File: config.mk
export PLATFORM = sky130hd
export DESIGN_NAME = nec_ir_remote_led_controller_core_flat
export DESIGN_NICKNAME = d
export VERILOG_FILES = /design/src/hdl/necled_pkg.sv /design/src/hdl/necled_if.sv /design/src/hdl/necled_key_exec.sv /design/src/hdl/nec_ir_remote_led_controller_core.sv /design/src/flat_wrapper.sv
export SDC_FILE = /design/constraint.sdc
export NUM_CORES = 1
export LEC_CHECK = 0
export ABC_AREA = 1
export BUFFER_PORTS_ARGS = -buffer_cell sky130_fd_sc_hd__buf_2
export CAP_MARGIN = 20
export CORE_MARGIN = 2
export CORE_UTILIZATION = 40
export CTS_CLUSTER_DIAMETER = 40
export DETAILED_ROUTE_END_ITERATION = 12
export PLACE_DENSITY_LB_ADDON = 0.25
export SLEW_MARGIN = 20
export SYNTH_ARGS = -nofsm -noshare
export SYNTH_HDL_FRONTEND = slang
export SYNTH_SLANG_ARGS = --single-unit
File: constraint.sdc
create_clock -name clk -period 15.3 [get_ports clk]
set_clock_uncertainty 0.05 [all_clocks]
set_input_delay 0.765 -clock clk [delete_from_list [all_inputs] [get_ports clk]]
set_output_delay 0.765 -clock clk [all_outputs]
set_load 0.02 [all_outputs]
File: src/hdl/necled_pkg.sv
package necled_pkg;

	localparam int FRAME_BITS = 32;
	localparam int BIDX_W     = $clog2(FRAME_BITS + 1);
	localparam int TICK_W     = 16;
	localparam int KEY_W      = 16;
	localparam int CFG_IDX_W  = 3;
	localparam int CFG_DATA_W = 16;

	// register indexes on the config port
	localparam logic [CFG_IDX_W-1:0] CFG_LEADER_MIN = 3'd0;
	localparam logic [CFG_IDX_W-1:0] CFG_LEADER_MAX = 3'd1;
	localparam logic [CFG_IDX_W-1:0] CFG_ONE_MIN    = 3'd2;
	localparam logic [CFG_IDX_W-1:0] CFG_ONE_MAX    = 3'd3;
	localparam logic [CFG_IDX_W-1:0] CFG_PWM_FULL   = 3'd4;
	localparam logic [CFG_IDX_W-1:0] CFG_LEVEL_STEP = 3'd5;

	localparam logic [CFG_DATA_W-1:0] RST_LEADER_MIN = 16'd13500;
	localparam logic [CFG_DATA_W-1:0] RST_LEADER_MAX = 16'd14500;
	localparam logic [CFG_DATA_W-1:0] RST_ONE_MIN    = 16'd2250;
	localparam logic [CFG_DATA_W-1:0] RST_ONE_MAX    = 16'd2450;
	localparam logic [CFG_DATA_W-1:0] RST_PWM_FULL   = 16'd10000;
	localparam logic [CFG_DATA_W-1:0] RST_LEVEL_STEP = 16'd2000;

	// receiver phases
	localparam logic [1:0] PH_WAIT_FALL = 2'd0;
	localparam logic [1:0] PH_LEADER    = 2'd1;
	localparam logic [1:0] PH_SKIP      = 2'd2;
	localparam logic [1:0] PH_COLLECT   = 2'd3;

	localparam logic [KEY_W-1:0] KEY_RED_ON         = 16'hBA45;
	localparam logic [KEY_W-1:0] KEY_RED_OFF        = 16'hB946;
	localparam logic [KEY_W-1:0] KEY_RED_TOGGLE     = 16'hB847;
	localparam logic [KEY_W-1:0] KEY_GREEN_ON       = 16'hBB44;
	localparam logic [KEY_W-1:0] KEY_GREEN_OFF      = 16'hBF40;
	localparam logic [KEY_W-1:0] KEY_GREEN_TOGGLE_A = 16'hBC43;
	localparam logic [KEY_W-1:0] KEY_GREEN_DOWN     = 16'hF807;
	localparam logic [KEY_W-1:0] KEY_GREEN_TOGGLE_B = 16'hEA15;
	localparam logic [KEY_W-1:0] KEY_GREEN_UP       = 16'hF609;

	typedef struct packed {
		logic                  red_on;
		logic                  green_on;
		logic [TICK_W-1:0]     green_level;
		logic [TICK_W-1:0]     green_drive;
	} led_state_t;

	typedef struct packed {
		logic [TICK_W-1:0] pwm_full;
		logic [TICK_W-1:0] level_step;
	} pwm_cfg_t;

endpackage

File: src/hdl/necled_if.sv
interface necled_in_if;
	logic                               valid;
	logic                               ready;
	logic                               edge_rising;
	logic [necled_pkg::TICK_W-1:0]      interval_ticks;

	modport source (output valid, output edge_rising, output interval_ticks, input ready);
	modport sink   (input valid, input edge_rising, input interval_ticks, output ready);
endinterface

interface necled_out_if;
	logic                               valid;
	logic                               ready;
	logic [necled_pkg::KEY_W-1:0]       command_key;
	logic                               red_led;
	logic [necled_pkg::TICK_W-1:0]      green_compare;
	logic                               green_enabled;
	logic [necled_pkg::TICK_W-1:0]      green_level;
	logic                               replayed;

	modport source (output valid, output command_key, output red_led, output green_compare,
		output green_enabled, output green_level, output replayed, input ready);
	modport sink   (input valid, input command_key, input red_led, input green_compare,
		input green_enabled, input green_level, input replayed, output ready);
endinterface

File: src/hdl/necled_key_exec.sv
module necled_key_exec (
	input  logic [necled_pkg::KEY_W-1:0] key,
	input  necled_pkg::pwm_cfg_t         pwm,
	input  necled_pkg::led_state_t       cur,
	output necled_pkg::led_state_t       nxt
);
	import necled_pkg::*;

	logic [TICK_W:0]   up_sum;
	logic [TICK_W-1:0] up_level;
	logic [TICK_W-1:0] down_level;

	assign up_sum     = {1'b0, cur.green_level} + {1'b0, pwm.level_step};
	assign up_level   = (up_sum > {1'b0, pwm.pwm_full}) ? pwm.pwm_full : up_sum[TICK_W-1:0];
	assign down_level = (cur.green_level > pwm.level_step) ?
		(cur.green_level - pwm.level_step) : '0;

	always_comb begin
		nxt = cur;
		unique case (key)
			KEY_RED_ON:     nxt.red_on = 1'b1;
			KEY_RED_OFF:    nxt.red_on = 1'b0;
			KEY_RED_TOGGLE: nxt.red_on = ~cur.red_on;
			KEY_GREEN_ON: begin
				nxt.green_on    = 1'b1;
				nxt.green_level = pwm.pwm_full;
				nxt.green_drive = pwm.pwm_full;
			end
			KEY_GREEN_OFF: begin
				nxt.green_on    = 1'b0;
				nxt.green_drive = '0;
			end
			KEY_GREEN_TOGGLE_A, KEY_GREEN_TOGGLE_B: begin
				nxt.green_on    = ~cur.green_on;
				nxt.green_drive = cur.green_on ? '0 : cur.green_level;
			end
			KEY_GREEN_DOWN: begin
				nxt.green_level = down_level;
				if (cur.green_on) begin
					nxt.green_drive = down_level;
				end
			end
			KEY_GREEN_UP: begin
				nxt.green_level = up_level;
				if (cur.green_on) begin
					nxt.green_drive = up_level;
				end
			end
			default: ;
		endcase
	end

endmodule

File: src/hdl/nec_ir_remote_led_controller_core.sv
// Channel   Dir  Payload                                              Handshake
// ir_in     in   edge_rising, interval_ticks                          valid/ready
// key_out   out  command_key, red_led, green_compare, green_enabled,  valid/ready
//                green_level, replayed
// cfg       in   cfg_index, cfg_wdata                                 cfg_we
// Every accepted edge item is held in the input register, where the
// receiver phase, tick sum and LED state update; a result lands in the output
// register as the item leaves. One item per cycle sustained; the input stage only
// holds when it has a result and the output register is full and not taken.
// arst_n clears control state and restores the register reset values.
module nec_ir_remote_led_controller_core (
	input  logic                                 clk,
	input  logic                                 arst_n,
	input  logic                                 cfg_we,
	input  logic [necled_pkg::CFG_IDX_W-1:0]     cfg_index,
	input  logic [necled_pkg::CFG_DATA_W-1:0]    cfg_wdata,
	necled_in_if.sink                            ir_in,
	necled_out_if.source                         key_out
);
	import necled_pkg::*;

	logic [TICK_W-1:0] leader_min_q, leader_max_q, one_min_q, one_max_q;
	pwm_cfg_t          pwm_q;

	logic              valid_s1;
	logic              rising_s1;
	logic [TICK_W-1:0] ticks_s1;

	logic [1:0]        phase_q, phase_nxt;
	logic [TICK_W-1:0] sum_q, sum_nxt;
	logic [BIDX_W-1:0] bidx_q, bidx_nxt, bidx_inc;
	logic [KEY_W-1:0]  key_q, key_nxt;
	led_state_t        led_q, led_nxt;

	logic [TICK_W:0]   sum_wide;
	logic [TICK_W-1:0] ticks;
	logic              lead_ok, one_ok;
	logic              emit, replay, adv_s1;

	logic              out_valid_q;
	logic [KEY_W-1:0]  out_key_q;
	led_state_t        out_led_q;
	logic              out_replay_q;

	always_ff @(posedge clk or negedge arst_n) begin
		if (!arst_n) begin
			leader_min_q     <= RST_LEADER_MIN;
			leader_max_q     <= RST_LEADER_MAX;
			one_min_q        <= RST_ONE_MIN;
			one_max_q        <= RST_ONE_MAX;
			pwm_q.pwm_full   <= RST_PWM_FULL;
			pwm_q.level_step <= RST_LEVEL_STEP;
		end else if (cfg_we) begin
			unique case (cfg_index)
				CFG_LEADER_MIN: leader_min_q     <= cfg_wdata;
				CFG_LEADER_MAX: leader_max_q     <= cfg_wdata;
				CFG_ONE_MIN:    one_min_q        <= cfg_wdata;
				CFG_ONE_MAX:    one_max_q        <= cfg_wdata;
				CFG_PWM_FULL:   pwm_q.pwm_full   <= cfg_wdata;
				CFG_LEVEL_STEP: pwm_q.level_step <= cfg_wdata;
				default: ;
			endcase
		end
	end

	assign ir_in.ready = !valid_s1 || adv_s1;

	always_ff @(posedge clk or negedge arst_n) begin
		if (!arst_n) begin
			valid_s1 <= 1'b0;
		end else if (ir_in.ready) begin
			valid_s1 <= ir_in.valid;
		end
	end

	always_ff @(posedge clk) begin
		if (ir_in.valid && ir_in.ready) begin
			rising_s1 <= ir_in.edge_rising;
			ticks_s1  <= ir_in.interval_ticks;
		end
	end

	// saturating tick sum since the last edge that counted
	assign sum_wide = {1'b0, sum_q} + {1'b0, ticks_s1};
	assign ticks    = sum_wide[TICK_W] ? '1 : sum_wide[TICK_W-1:0];
	assign lead_ok  = (ticks > leader_min_q) && (ticks < leader_max_q);
	assign one_ok   = (ticks > one_min_q) && (ticks < one_max_q);
	assign bidx_inc = bidx_q + BIDX_W'(1);

	always_comb begin
		phase_nxt = phase_q;
		sum_nxt   = ticks;
		bidx_nxt  = bidx_q;
		key_nxt   = key_q;
		emit      = 1'b0;
		replay    = 1'b0;
		unique case (phase_q)
			PH_WAIT_FALL: begin
				if (!rising_s1) begin
					sum_nxt   = '0;
					phase_nxt = PH_LEADER;
				end
			end
			PH_LEADER: begin
				if (!rising_s1) begin
					sum_nxt = '0;
					if (lead_ok) begin
						phase_nxt = PH_SKIP;
					end else begin
						// bad leader: repeat the last key
						phase_nxt = PH_WAIT_FALL;
						emit      = 1'b1;
						replay    = 1'b1;
					end
				end
			end
			PH_SKIP: begin
				if (rising_s1) begin
					sum_nxt   = '0;
					bidx_nxt  = '0;
					phase_nxt = PH_COLLECT;
				end
			end
			PH_COLLECT: begin
				if (rising_s1) begin
					sum_nxt  = '0;
					key_nxt  = {one_ok, key_q[KEY_W-1:1]};
					bidx_nxt = bidx_inc;
					if (bidx_inc >= BIDX_W'(FRAME_BITS)) begin
						bidx_nxt  = '0;
						phase_nxt = PH_WAIT_FALL;
						emit      = 1'b1;
					end
				end
			end
			default: ;
		endcase
	end

	necled_key_exec u_key_exec (
		.key (key_nxt),
		.pwm (pwm_q),
		.cur (led_q),
		.nxt (led_nxt)
	);

	assign adv_s1 = !emit || !out_valid_q || key_out.ready;

	always_ff @(posedge clk or negedge arst_n) begin
		if (!arst_n) begin
			phase_q           <= PH_WAIT_FALL;
			sum_q             <= '0;
			bidx_q            <= '0;
			key_q             <= '0;
			led_q.red_on      <= 1'b0;
			led_q.green_on    <= 1'b1;
			led_q.green_level <= RST_PWM_FULL;
			led_q.green_drive <= RST_PWM_FULL;
		end else if (valid_s1 && adv_s1) begin
			phase_q <= phase_nxt;
			sum_q   <= sum_nxt;
			bidx_q  <= bidx_nxt;
			key_q   <= key_nxt;
			if (emit) begin
				led_q <= led_nxt;
			end
		end
	end

	always_ff @(posedge clk or negedge arst_n) begin
		if (!arst_n) begin
			out_valid_q <= 1'b0;
		end else if (valid_s1 && adv_s1 && emit) begin
			out_valid_q <= 1'b1;
		end else if (key_out.ready) begin
			out_valid_q <= 1'b0;
		end
	end

	always_ff @(posedge clk) begin
		if (valid_s1 && adv_s1 && emit) begin
			out_key_q    <= key_nxt;
			out_led_q    <= led_nxt;
			out_replay_q <= replay;
		end
	end

	assign key_out.valid         = out_valid_q;
	assign key_out.command_key   = out_key_q;
	assign key_out.red_led       = out_led_q.red_on;
	assign key_out.green_compare = out_led_q.green_drive;
	assign key_out.green_enabled = out_led_q.green_on;
	assign key_out.green_level   = out_led_q.green_level;
	assign key_out.replayed      = out_replay_q;

`ifndef SYNTHESIS
	a_bidx_only_collect: assert property (@(posedge clk) disable iff (!arst_n)
		(phase_q != PH_COLLECT) |-> (bidx_q == '0))
		else $error("bit index nonzero outside bit collection");

	a_bidx_range: assert property (@(posedge clk) disable iff (!arst_n)
		bidx_q < BIDX_W'(FRAME_BITS))
		else $error("bit index past frame length");

	a_drive_needs_on: assert property (@(posedge clk) disable iff (!arst_n)
		(led_q.green_drive != '0) |-> led_q.green_on)
		else $error("green driven while disabled");

	a_result_from_s1: assert property (@(posedge clk) disable iff (!arst_n)
		(!$past(out_valid_q) && out_valid_q) |-> $past(valid_s1 && emit))
		else $error("result without a decoded item");
`endif

endmodule
File: src/flat_wrapper.sv
// flat-port wrapper written by rule: the top's interface ports become plain ports
module nec_ir_remote_led_controller_core_flat import necled_pkg::*;
  (clk, arst_n, cfg_we, cfg_index, cfg_wdata, ir_in_valid, ir_in_edge_rising, ir_in_interval_ticks, ir_in_ready, key_out_valid, key_out_command_key, key_out_red_led, key_out_green_compare, key_out_green_enabled, key_out_green_level, key_out_replayed, key_out_ready);
  necled_in_if ir_in_i ();
  necled_out_if key_out_i ();
  input  logic clk;
  input  logic arst_n;
  input  logic cfg_we;
  input  logic [necled_pkg::CFG_IDX_W-1:0] cfg_index;
  input  logic [necled_pkg::CFG_DATA_W-1:0] cfg_wdata;
  input wire logic [$bits(ir_in_i.valid)-1:0] ir_in_valid;
  input wire logic [$bits(ir_in_i.edge_rising)-1:0] ir_in_edge_rising;
  input wire logic [$bits(ir_in_i.interval_ticks)-1:0] ir_in_interval_ticks;
  output wire logic [$bits(ir_in_i.ready)-1:0] ir_in_ready;
  output wire logic [$bits(key_out_i.valid)-1:0] key_out_valid;
  output wire logic [$bits(key_out_i.command_key)-1:0] key_out_command_key;
  output wire logic [$bits(key_out_i.red_led)-1:0] key_out_red_led;
  output wire logic [$bits(key_out_i.green_compare)-1:0] key_out_green_compare;
  output wire logic [$bits(key_out_i.green_enabled)-1:0] key_out_green_enabled;
  output wire logic [$bits(key_out_i.green_level)-1:0] key_out_green_level;
  output wire logic [$bits(key_out_i.replayed)-1:0] key_out_replayed;
  input wire logic [$bits(key_out_i.ready)-1:0] key_out_ready;
  assign ir_in_i.valid = ir_in_valid;
  assign ir_in_i.edge_rising = ir_in_edge_rising;
  assign ir_in_i.interval_ticks = ir_in_interval_ticks;
  assign ir_in_ready = ir_in_i.ready;
  assign key_out_valid = key_out_i.valid;
  assign key_out_command_key = key_out_i.command_key;
  assign key_out_red_led = key_out_i.red_led;
  assign key_out_green_compare = key_out_i.green_compare;
  assign key_out_green_enabled = key_out_i.green_enabled;
  assign key_out_green_level = key_out_i.green_level;
  assign key_out_replayed = key_out_i.replayed;
  assign key_out_i.ready = key_out_ready;
  nec_ir_remote_led_controller_core u_core (.clk(clk), .arst_n(arst_n), .cfg_we(cfg_we), .cfg_index(cfg_index), .cfg_wdata(cfg_wdata), .ir_in(ir_in_i), .key_out(key_out_i));
endmodule
==> results of run 1 <==
critical path: stages, from the launching register on:
cell and delay [ps]:
dfrtp_1 380, ha_1 340, a21oi_1 210, nand2_1 100, nand2_1 70, o211ai_1 130, nand2_1 90, nand2_1 50
a21oi_1 200, o21ai_0 130, nand2_1 70, inv_1 40, or2_2 260, a21oi_1 220, o21ai_0 140, o21ai_0 560
ha_1 370, nand2_1 90, inv_1 40, nand3_1 70, a31oi_1 40, a2111oi_0 420, o2111ai_1 180, nand3_1 180
nand3_1 130, o21ai_2 110, nand3_1 180, buf_2 210
metrics by stage:
stage	utilization (%)	power, mW
after floorplan	-	1.85
after global placement	43.0	2.18
after detailed placement	43.0	2.21
after CTS	47.2	3.27
after global routing	47.3	3.52
final	47.3	3.25
flip-flops by register name (all words and copies together), names as in the netlist, named ones only:
signal and flops:
u_core.sum_q 16, u_core.valid_s1 1, u_core.one_max_q 16, u_core.key_q 16, u_core.key_out.green_enabled 1, u_core.ticks_s1 16, u_core.key_out.green_compare 16, u_core.key_out.valid 1
u_core.led_q 34, u_core.key_out.green_level 16, u_core.leader_max_q 16, u_core.one_min_q 16, u_core.key_out.replayed 1, u_core.pwm_q 32, u_core.leader_min_q 16, u_core.bidx_q 6
u_core.key_out.command_key 16, u_core.rising_s1 1, u_core.phase_q 1, u_core.key_out.red_led 1
area by class of cell:
class	instances	area, um^2
fill	3563	19400
multi-input combinational	1332	7420
sequential	240	6400
clock buffer	48	1110
inverter	236	887
tap	468	586
timing repair buffer	101	552
clock inverter	31	438
layer usage:
metal	part of all wire [%]	vias up
li1	-	6346
met1	46	5985
met2	46	361
met3	5.1	71
met4	2.4	0
met5	0	-
kinds of logic (layout without fill, tap and decap cells):
logic type      after synthesis  after routing  synth area share [%]
simple gates                816            816                  23.8
buf+inv                     295            416                  7.89
fa+ha+maj                   128            128                  10.8
compound gates              360            360                  13.2
xor+xnor                     28             28                  1.63
flops                       240            240                  42.7
placed cells by master (no fill, tap or decap), types with 18 or more instances in the layout:
cell,instances
nand2_1,474
inv_1,219
o21ai_0,174
nor2_1,129
dfrtp_1,126
ha_1,125
a21oi_1,110
buf_2,92
nand3_1,82
edfxtp_1,68
dfstp_2,46
clkbuf_16,43
or2_2,25
nand4_1,25
xor2_1,24
nor3_1,21
and2_1,18
worst max-delay path by stage:
stage | endpoint | slack [ps] | depth (start not counted)
4_1_cts | ir_in_ready | 8870 | 27
5_1_grt | u_core.key_out.green_level[12] | 8320 | 29
2_1_floorplan | u_core.key_out.command_key[0] | 10080 | 31
3_5_place_dp | u_core.key_out.green_level[9] | 8930 | 29
3_3_place_gp | u_core.key_out.green_level[5] | 9210 | 29
6_report | ir_in_ready | 8900 | 27
power groups by stage:
| stage | Sequential, mW | Combinational, mW | Clock (mW) |
|---|---|---|---|
| after floorplan | 0.885 | 0.968 | 0 |
| after global placement | 0.905 | 1.28 | 0 |
| after detailed placement | 0.908 | 1.31 | 0 |
| after CTS | 0.899 | 1.32 | 1.05 |
| after global routing | 0.917 | 1.52 | 1.09 |
| final | 0.900 | 1.32 | 1.03 |
==> impl_results.md, run 1 <==
- Finished Cell Area: 0.0174 mm^2
- Mean area per synthesized cell: 8.04 um^2
- # setup viols final: 0
- Cts hold-fix bufs: 0
- Initial antenna violation count: 0
- Outcome: complete, no violations
- Non-Filler Instances: 2,456
- Synth top area cells: dfrtp_1, edfxtp_1, nand2_1
- RSZ-0062 raised after global routing: false
- Setup TNS Final: 0 ps
- Synth cell count leaders: nand2_1, inv_1, o21ai_0
- Resized cells post-CTS: 0
- CP endpoint kind: output pin
- R2R setup slack: 8910 ps
- Crit path from: u_core.sum_q[2]
- Post-Syn Instances: 1,867
- EDFF count, synth: 68
- Gr busiest metal: met2
- CTS tree: done
- First-pass GRT wire length: 66.0 mm
- Die X: 198 um
- Hold Crit Class: in2async
- Initial drt markers: 985
- GR Util met3: 3.40%
- Worst setup SP type: flip-flop
- Placed insts: 2,376
- WP data required: 14,490 ps
- Final ANT Viol Nets: 0
- Leakage: 8.46 nW
- Clock Latency Late Sink: 570 ps
- TritonCTS buffer count: 43
- Internal power: 1.94 mW
- Power density over the cells: 187 mW/mm^2
- Yosys warnings: 0
- Routed len/inst: 16.4 um
- WHS: 117 ps
- Area Overhead vs Synth: 16.0%
- Fin worst setup slack: 8900 ps
- Sw frac: 40.4%
- Fmax: 0.156 GHz
- FF+latch count, synth: 240
- Mapped Nets: 2,036
- Clock Sinks: 240
- Final period utilization: 41.8%
- Gp weighted congestion: 0.942
- Post-synth ARST share: 71.7%
- Final Hold Fails: 0
- Slew HR: 28.4%
- Max IR drop VDD: 0.000111 V
- Gr usage total: 21.4%
- Share of the synthesized area in the top cell type: 21.0%
- Min Tclk post-route: 6400 ps
- Clk slew on worst S/H paths: 50 ps
- Switching Power: 1.31 mW
- Vias in the first global route: 12,300
- Sequential-to-total area share from yosys stat: 42.7%
- CP arrival: 5590 ps
- Setup Slack @ Placement: 8930 ps
- Port bufs: 93
- Core area: 0.0368 mm^2
- H-tree levels: 2
- Top-count cell post-synth: nand2_1
- Final wirelength: 40.2 mm
- Root Buffer: clkbuf_16
- Final net count: 2,123
- Clock buffer depth: 3
- Synth Flop Type: dfrtp_1
- Worst r2r src: u_core.sum_q[2]
- Max-slew violation count: 0
- Placed inst area: 0.0158 mm^2
- Yosys cell types: 56
- Die area: 0.0391 mm^2
- CP Max Fanout: 5
- Ports: 94
- Met2 Use GR: 34.6%
- Vias: 12,800
- Reg2reg end: u_core.key_out.green_level[12]
- Reg2reg path depth: 29
- Row count: 70
- Setup bufs post-CTS: 0
- ANT cells: 0
- Largest net degree at the start of global routing: 84
- Initial Util: 40.8%
- DIE HEIGHT: 198 um
- Post-synth top area cell: dfrtp_1
- # Max-Cap Violations: 0
- Grt ovf: 0
- Seq pwr share: 27.6%
- Proportion of layout cells with a drive suffix above 1: 15.0%
- DRT Pass-1 Iters: 5
- Vias per inst: 5.20
- CP Class: reg2out
- Comb power frac: 40.6%
- Tightest Pin Transition: 1060 ps
- Met1 usage: 29.5%
- Synth Cell Area: 0.0150 mm^2
- Hpwl dp: 29.4 mm
- Clock Power Share: 31.8%
- DRC viols: 0
No activity file was read; power rests on OpenSTA's default activity.
==> run 2: changes to the inputs <==
- clock period: 15.3 -> 5.2 ns (I/O delays scaled with it)
==> impl_results.md, run 2 (same netlist as run 1, synthesis figures left out) <==
- Outcome: complete, no violations
- WP data required: 4890 ps
- R2R setup slack: 170 ps
- Sink of the worst hold path: u_core.leader_max_q[9]
- CP endpoint kind: output pin
- TritonCTS buffer count: 38
- CP Class: reg2out
- Clk slew on worst S/H paths: 50 ps
- Slew HR: 26.2%
- Finished Cell Area: 0.0183 mm^2
- Most common cell after layout, fill and taps aside: nand2_1
- Die area: 0.0391 mm^2
- Vias per inst: 5.12
- Setup Slack @ Placement: -98.6 ps
- Row count: 70
- Final Hold Fails: 0
- RSZ-0062 raised after global routing: true
- Reg with most FFs: u_core.led_q
- Placed inst area: 0.0162 mm^2
- CTS tree: done
- Fmax: 0.196 GHz
- Crit path from: u_core.ticks_s1[2]
- Gr usage total: 21.4%
- Power density over the cells: 535 mW/mm^2
- Die X: 198 um
- Hpwl dp: 30.0 mm
- Initial drt markers: 854
- Fin worst setup slack: 85.8 ps
- Gp weighted congestion: 0.906
- Initial antenna violation count: 0
- Reg2reg path depth: 34
- First-pass GRT wire length: 66.0 mm
- Reg2reg end: u_core.key_out.green_compare[2]
- Worst r2r src: u_core.ticks_s1[2]
- Core area: 0.0368 mm^2
- CP Max Fanout: 3
- Largest registers: u_core.led_q (34), u_core.pwm_q (32)
- Clock Latency Late Sink: 550 ps
- Routed len/inst: 16.6 um
- Largest net degree at the start of global routing: 173
- Port bufs: 93
- Clock Sinks: 240
- Grt ovf: 0
- Commonest non-fill, non-tap cells in the layout: nand2_1, inv_1, o21ai_0, nor2_1, dfrtp_1
- ANT cells: 0
- Tightest Pin Transition: 1110 ps
- Leakage: 8.82 nW
- Min Tclk post-route: 5110 ps
- Final Util: 49.7%
- Area Overhead vs Synth: 22.0%
- CP arrival: 4800 ps
- Hold_sp: cfg_wdata[9]
- Worst setup SP type: flip-flop
- DRT Pass-1 Iters: 5
- Final ANT Viol Nets: 0
- WHS Path Cells: 3
- Number of flip-flops under the largest register name: 34
- H-tree levels: 2
- Final wirelength: 41.9 mm
- Vias in the first global route: 12,400
- Root Buffer: clkbuf_16
- Final net count: 2,196
- DRC viols: 0
- Initial Util: 40.8%
- Max IR drop VDD: 0.000264 V
- Ports: 94
- Final period utilization: 98.3%
- # Max-Cap Violations: 0
- Vias: 12,900
- Max-slew violation count: 0
- # setup viols final: 0
- Proportion of layout cells with a drive suffix above 1: 18.7%
- Clock buffer depth: 3
- Critical Path Slowest Stage Cell: edfxtp_1
- DIE HEIGHT: 198 um
- Hold Crit Class: in2reg
- Worst path max stage delay: 410 ps
[run 2: changes by cell type in the layout (fill, tap and decap cells not counted), moves of 7 or more]
cell	change
buf_12	+8
buf_4	+44
or2_2	-7
or2_4	+7
dlygate4sd3_1	+19
nand2_1	-9
nand3_1	-7
[run 2: repair_timing]
action / CTS / global route
pin swaps: 2 / 41
gates cloned: 0 / 3
endpoints found under the setup margin: 55 / 173
hold buffers: 19 / 0
buffers inserted: 1 / 13
resized for setup: 17 / 62
endpoints found under the hold margin: 144 / 0
[run 2: how the worst max path moves through the flow]
stage | cells past startpoint | to | slack, ps
floorplan | 31 | u_core.key_out.command_key[0] | 260
global placement | 34 | u_core.key_out.green_compare[7] | 10
detailed placement | 34 | u_core.key_out.green_compare[2] | -100
CTS | 31 | ir_in_ready | 3
global route | 31 | ir_in_ready | -200
finish | 31 | ir_in_ready | 90
[run 2: where the power goes]
group	internal (mW)	switching (mW)	leakage (nW)	total, mW
Clock	1.77	0.944	0.665	2.71
Combinational	1.68	2.74	5.39	4.42
Sequential	2.37	0.286	2.77	2.66
Total	5.82	3.97	8.82	9.79
[run 2: critical path: cells and delay by family (launching register included)]
kind / cells / cell delay [ps]
AO/OA/AOI/OAI: 10 / 1370
AND/OR/NAND/NOR: 14 / 1430
buffers and inverters: 5 / 490
flip-flops: 1 / 410
adder cells (fa/ha/maj): 2 / 570
[run 2: per-layer routing]
layer	vias to the layer above	track usage (%)	wire length [um]
li1	6487	-	-
met1	6063	29.4	19300
met2	320	34.6	19300
met3	62	4.08	2180
met4	0	5.85	1080
met5	-	0	0
[run 2: layout make-up]
type / instances / area (um^2)
Clock buffer: 49 / 1030
Clock inverter: 21 / 330
Fill cell: 3530 / 18500
Inverter: 236 / 895
Multi-Input combinational cell: 1334 / 7760
Sequential cell: 240 / 6400
Tap cell: 468 / 586
Timing Repair Buffer: 177 / 1300
[run 2: stage by stage]
step	cells	hold WS, ps	total power [mW]	setup TNS [ps]
after global routing	2525	26.9	10.6	-4550
after detailed placement	2418	388	6.68	-1770
final	2525	39.7	9.79	0
after floorplan	1867	-85.6	5.45	0
after CTS	2508	3.08	9.53	0
after global placement	2418	386	6.59	0
